File: config.mk
export PLATFORM = sky130hd
export DESIGN_NAME = ddh_front
export DESIGN_NICKNAME = d
export VERILOG_FILES = /design/src/rtl/decimal_digit_histogram_defines.svh /design/src/rtl/ddh_pkg.sv /design/src/rtl/ddh_front.sv
export SDC_FILE = /design/constraint.sdc
export NUM_CORES = 1
export LEC_CHECK = 0
export CAP_MARGIN = 20
export CORE_MARGIN = 4
export CORE_UTILIZATION = 45
export CTS_BUF_LIST = sky130_fd_sc_hd__clkbuf_8
export DETAILED_ROUTE_END_ITERATION = 10
export DONT_BUFFER_PORTS = 1
export GPL_TIMING_DRIVEN = 0
export SLEW_MARGIN = 10
export SYNTH_ARGS = -nofsm -noshare
export SYNTH_HDL_FRONTEND = slang
export SYNTH_SLANG_ARGS = --single-unit
export TNS_END_PERCENT = 30
File: constraint.sdc
create_clock -name clk_i -period 3.2 [get_ports clk_i]
set_input_delay 0.16 -clock clk_i [delete_from_list [all_inputs] [get_ports clk_i]]
set_output_delay 0.16 -clock clk_i [all_outputs]
set_load 0.02 [all_outputs]
File: src/rtl/decimal_digit_histogram_defines.svh
// Assertion macros of the decimal digit histogram RTL, used by its back end.
`ifndef DECIMAL_DIGIT_HISTOGRAM_DEFINES_SVH
`define DECIMAL_DIGIT_HISTOGRAM_DEFINES_SVH

// Same-cycle implication, sampled on the rising clock edge, disabled in reset.
`define DDH_ASSERT_IMP(lbl, clk, rst_n, ante, cons) \
  lbl: assert property (@(posedge clk) disable iff (!(rst_n)) (ante) |-> (cons)) \
    else $error("implication check failed");

// Next-cycle implication, sampled on the rising clock edge, disabled in reset.
`define DDH_ASSERT_NXT(lbl, clk, rst_n, ante, cons) \
  lbl: assert property (@(posedge clk) disable iff (!(rst_n)) (ante) |=> (cons)) \
    else $error("next-cycle check failed");

`endif

File: src/rtl/ddh_pkg.sv
// Package with the widths, constants and types of the decimal digit histogram.
package ddh_pkg;

  localparam int CounterW   = 32;
  localparam int NumberW    = 32;
  localparam int TallyW     = 32;
  localparam int DigitW     = 4;
  localparam int NumDigits  = 10;
  localparam int Radix      = 10;
  localparam int QueueDepth = 2;
  localparam int MagW       = NumberW - 1;

  // Reciprocal of ten, scaled by 2^RecipShift and rounded up. With this shift
  // the product gives the exact quotient for every value below 2^NumberW.
  localparam int RecipShift = NumberW + 3;
  localparam logic [RecipShift:0] RecipNum =
      {1'b1, {RecipShift{1'b0}}} + (RecipShift + 1)'(Radix - 1);
  localparam logic [NumberW:0] Recip = (NumberW + 1)'(RecipNum / Radix);

  // One queued word: the end-of-session flag and the magnitude bits.
  typedef struct packed {
    logic            is_end;
    logic [MagW-1:0] mag;
  } item_t;

endpackage

File: src/rtl/ddh_front.sv
// Front end: accepts and classifies input words and queues them for the back end.
module ddh_front
  import ddh_pkg::*;
(
  input  logic                      clk_i,
  input  logic                      rst_ni,
  input  logic                      start_i,
  input  logic signed [NumberW-1:0] number_i,
  output logic                      busy_o,
  output logic                      item_valid_o,
  output item_t                     item_o,
  input  logic                      item_pop_i
);

  localparam int PtrW = (QueueDepth > 1) ? $clog2(QueueDepth) : 1;
  localparam int CntW = $clog2(QueueDepth + 1);

  item_t           mem_q [QueueDepth];
  logic [PtrW-1:0] wr_ptr_q, wr_ptr_d;
  logic [PtrW-1:0] rd_ptr_q, rd_ptr_d;
  logic [CntW-1:0] cnt_q, cnt_d;
  logic            push, pop;
  item_t           item_in;

  assign busy_o       = (cnt_q == CntW'(QueueDepth));
  assign item_valid_o = (cnt_q != '0);
  assign push         = start_i && !busy_o;
  assign pop          = item_pop_i && item_valid_o;

  // The sign bit marks the end of a session; the rest is the magnitude.
  assign item_in.is_end = number_i[NumberW-1];
  assign item_in.mag    = number_i[MagW-1:0];
  assign item_o         = mem_q[rd_ptr_q];

  always_comb begin
    wr_ptr_d = wr_ptr_q;
    rd_ptr_d = rd_ptr_q;
    cnt_d    = cnt_q;
    if (push) begin
      wr_ptr_d = (wr_ptr_q == PtrW'(QueueDepth - 1)) ? '0 : wr_ptr_q + 1'b1;
    end
    if (pop) begin
      rd_ptr_d = (rd_ptr_q == PtrW'(QueueDepth - 1)) ? '0 : rd_ptr_q + 1'b1;
    end
    if (push && !pop) begin
      cnt_d = cnt_q + 1'b1;
    end else if (pop && !push) begin
      cnt_d = cnt_q - 1'b1;
    end
  end

  always_ff @(posedge clk_i or negedge rst_ni) begin
    if (!rst_ni) begin
      wr_ptr_q <= '0;
      rd_ptr_q <= '0;
      cnt_q    <= '0;
    end else begin
      wr_ptr_q <= wr_ptr_d;
      rd_ptr_q <= rd_ptr_d;
      cnt_q    <= cnt_d;
    end
  end

  always_ff @(posedge clk_i) begin
    if (push) begin
      mem_q[wr_ptr_q] <= item_in;
    end
  end

endmodule

==> results.json <==
{
  "syn-num-nets": 156,
  "htree_levels": 3,
  "min_from": "start_i",
  "grt_antenna_before_repair": 0,
  "hold_class": "input port to flip-flop",
  "grt_busiest_layer": "met2",
  "clk_pin_slew_ns": 0.07,
  "required_ns": 3.23,
  "status": "complete, no violations",
  "fin_crit_ns": 1.70,
  "synthDistinctLibCells": 16,
  "fin_skew_ns": 0.0100,
  "grt_max_degree": 33,
  "setup.worst_path.class": "flip-flop to flip-flop",
  "viasPerCell": 4.95,
  "finalSetupViolCount": 0,
  "core_um2": 5610,
  "nets": 202,
  "grt_util_met3": 0.0447,
  "dp_hpwl_um": 2780,
  "crit_fanout": 17,
  "fin_setup_tns_ns": 0,
  "cts_buffer_depth": 2,
  "total_power_mw": 3.04,
  "max_clock_freq_mhz": 588,
  "worstPathCellList": "nand2b_1 > nand2_1 > nor2_4 > buf_16",
  "fp.dieH_um": 84.9,
  "fill_cells": 426,
  "drt_pass1_iterations": 4,
  "clock_latency_ns": 0.32,
  "p_per_area_nw_per_um2": 918,
  "yosys_warnings": 0,
  "grt-ovfl-total": 0,
  "vias": 1197,
  "initial_core_util": 0.475,
  "grt_pass1_wl_um": 6740,
  "slowest_stage": "nor2_4",
  "synth_top_area_frac": 0.722,
  "reg2reg_to": "mem_q[0][23]",
  "die_w_um": 84.9,
  "wire_per_inst_um": 17.5,
  "holdPathEnd": "wr_ptr_q",
  "grt_pass1_vias": 1320,
  "final_cell_mix": "64 x edfxtp_1, 34 x dlygate4sd3_1, 29 x mux2_4",
  "hold_path_depth": 2,
  "cts_setup_buffers": 0,
  "areaGrowthSynthToFinish_pct": 24.3,
  "drive_gt1_frac": 0.306,
  "cp-start-kind": "flip-flop",
  "slew_headroom": 0.481,
  "clock_sinks": 68,
  "diodes": 0,
  "multi_input_area_um2": 571,
  "portBuffers": 0,
  "gr-usage-met1": 0.132,
  "regArea_um2": 2020,
  "end_kind": "flip-flop",
  "cts_tree": "yes",
  "cts_root_buf": "clkbuf_8",
  "wl_um": 4230,
  "syn_area_per_cell_um2": 22.4,
  "max_stage_delay_ns": 0.45,
  "rows": 27,
  "hold_viol": 0,
  "period_share": 0.532,
  "cap_violations": 0,
  "irDropWorstVdd_mv": 0.635,
  "gp_congestion": 0.671,
  "timing.rr.start": "cnt_q[0]",
  "ys_top_cells_by_area": "edfxtp_1 72%, mux2_4 16%, dfrtp_1 3.8%",
  "worst_pin_slew_ns": 0.778,
  "drtIter0Drc": 68,
  "die_area_um2": 7210,
  "ant_nets": 0,
  "cts-buffers-inserted": 9,
  "r2r_slack_ns": 1.50,
  "ios": 70,
  "crit_buf_inv": 1,
  "drc": 0,
  "reg2reg_depth": 4,
  "rsz0062_at_grt": "no",
  "synth_seq_cells": 68,
  "yosys.area.top_type": "edfxtp_1",
  "netlist_area_um2": 2660,
  "final_common_cell": "edfxtp_1",
  "gr-usage-all-layers": 0.125,
  "cellLeakagePower_nw": 1.23,
  "crit_family": "simple AND/OR/NAND/NOR gates",
  "use_met2": 0.223,
  "arrival_ns": 1.73,
  "slew_violations": 0,
  "syn_inst": 119,
  "ys_seq_area_frac": 0.759
}
-- worst register-to-register path: cells and delay by family, from the launching register on --
kind	cells	cell delay [ns]
AND/OR/NAND/NOR	3	0.76
flip-flops	1	0.41
buffers and inverters	1	0.23
-- repair_timing --
item	in CTS	in global routing
endpoints found under the hold margin	69	0
gates resized for setup	0	0
endpoints found under the setup margin	0	0
hold buffers	34	0
-- metrics by stage --
stage / cells / setup WS [ns] / cell area (um2) / hold WS (ns) / utilization
finish: 242 / 1.50 / 3310 / 0.0948 / 0.590
global route: 242 / 1.33 / 3310 / 0.101 / 0.590
CTS: 242 / 1.44 / 3310 / 0.0809 / 0.590
detailed placement: 192 / 1.46 / 2790 / -0.135 / 0.497
global placement: 191 / 0.111 / 2750 / -0.135 / 0.491
floorplan: 119 / 0.801 / 2660 / -0.136 / -
-- how the worst max path moves through the flow --
stage / start / endpoint / slack [ns] / cells past startpoint
finish: cnt_q[0] / mem_q[0][23] / 1.50 / 4
global route: cnt_q[0] / mem_q[0][27] / 1.33 / 4
CTS: cnt_q[0] / mem_q[0][23] / 1.44 / 4
detailed placement: cnt_q[0] / mem_q[0][27] / 1.46 / 4
global placement: cnt_q[0] / mem_q[0][18] / 0.11 / 3
floorplan: cnt_q[0] / mem_q[0][0] / 0.80 / 3
-- routing by layer --
layer  part of all wire  wire [um]
met5                  0          0
met4              0.017         71
met3              0.067        282
met2               0.55       2330
met1               0.37       1550
-- flip-flops by register name, indices dropped and copies added, names as in the netlist --
signal,flops
cnt_q,2
mem_q,64
rd_ptr_q,1
wr_ptr_q,1
-- cell families after synthesis --
| group | Yosys count | share of synthesized area |
|---|---|---|
| flip-flops | 68 | 0.759 |
| multiplexers | 32 | 0.176 |
| buffers and inverters | 6 | 0.0296 |
| XOR/XNOR | 5 | 0.0165 |
| AND/OR/NAND/NOR | 7 | 0.0136 |
| adder cells (fa/ha/maj) | 1 | 0.00470 |
-- synthesized netlist by cell type --
library cell / instances
edfxtp_1: 64
nand2_2: 1
ha_1: 1
nor2_1: 2
dfrtp_1: 4
buf_12: 3
inv_1: 2
nand2b_1: 1
or2_1: 1
mux2_2: 3
xor2_1: 2
xnor2_1: 3
buf_6: 1
and3_1: 1
nand2_1: 1
mux2_4: 29
-- report_power, final --
group / total (mW) / switching [mW] / internal [mW]
combinational: 1.11 / 0.621 / 0.494
clock: 0.635 / 0.287 / 0.348
sequential: 1.29 / 0.0670 / 1.22
total: 3.04 / 0.975 / 2.06
-- area by class of cell --
cell class,count,area share
multi-input cells,45,0.172
plain buffers,4,0.0215
well taps,72,0.0272
flip-flops and latches,68,0.611
clock inverters,7,0.0174
inverters,2,0.00227
repair buffers,35,0.111
clock buffers,9,0.0374
Power figures use the tool's default switching activity.
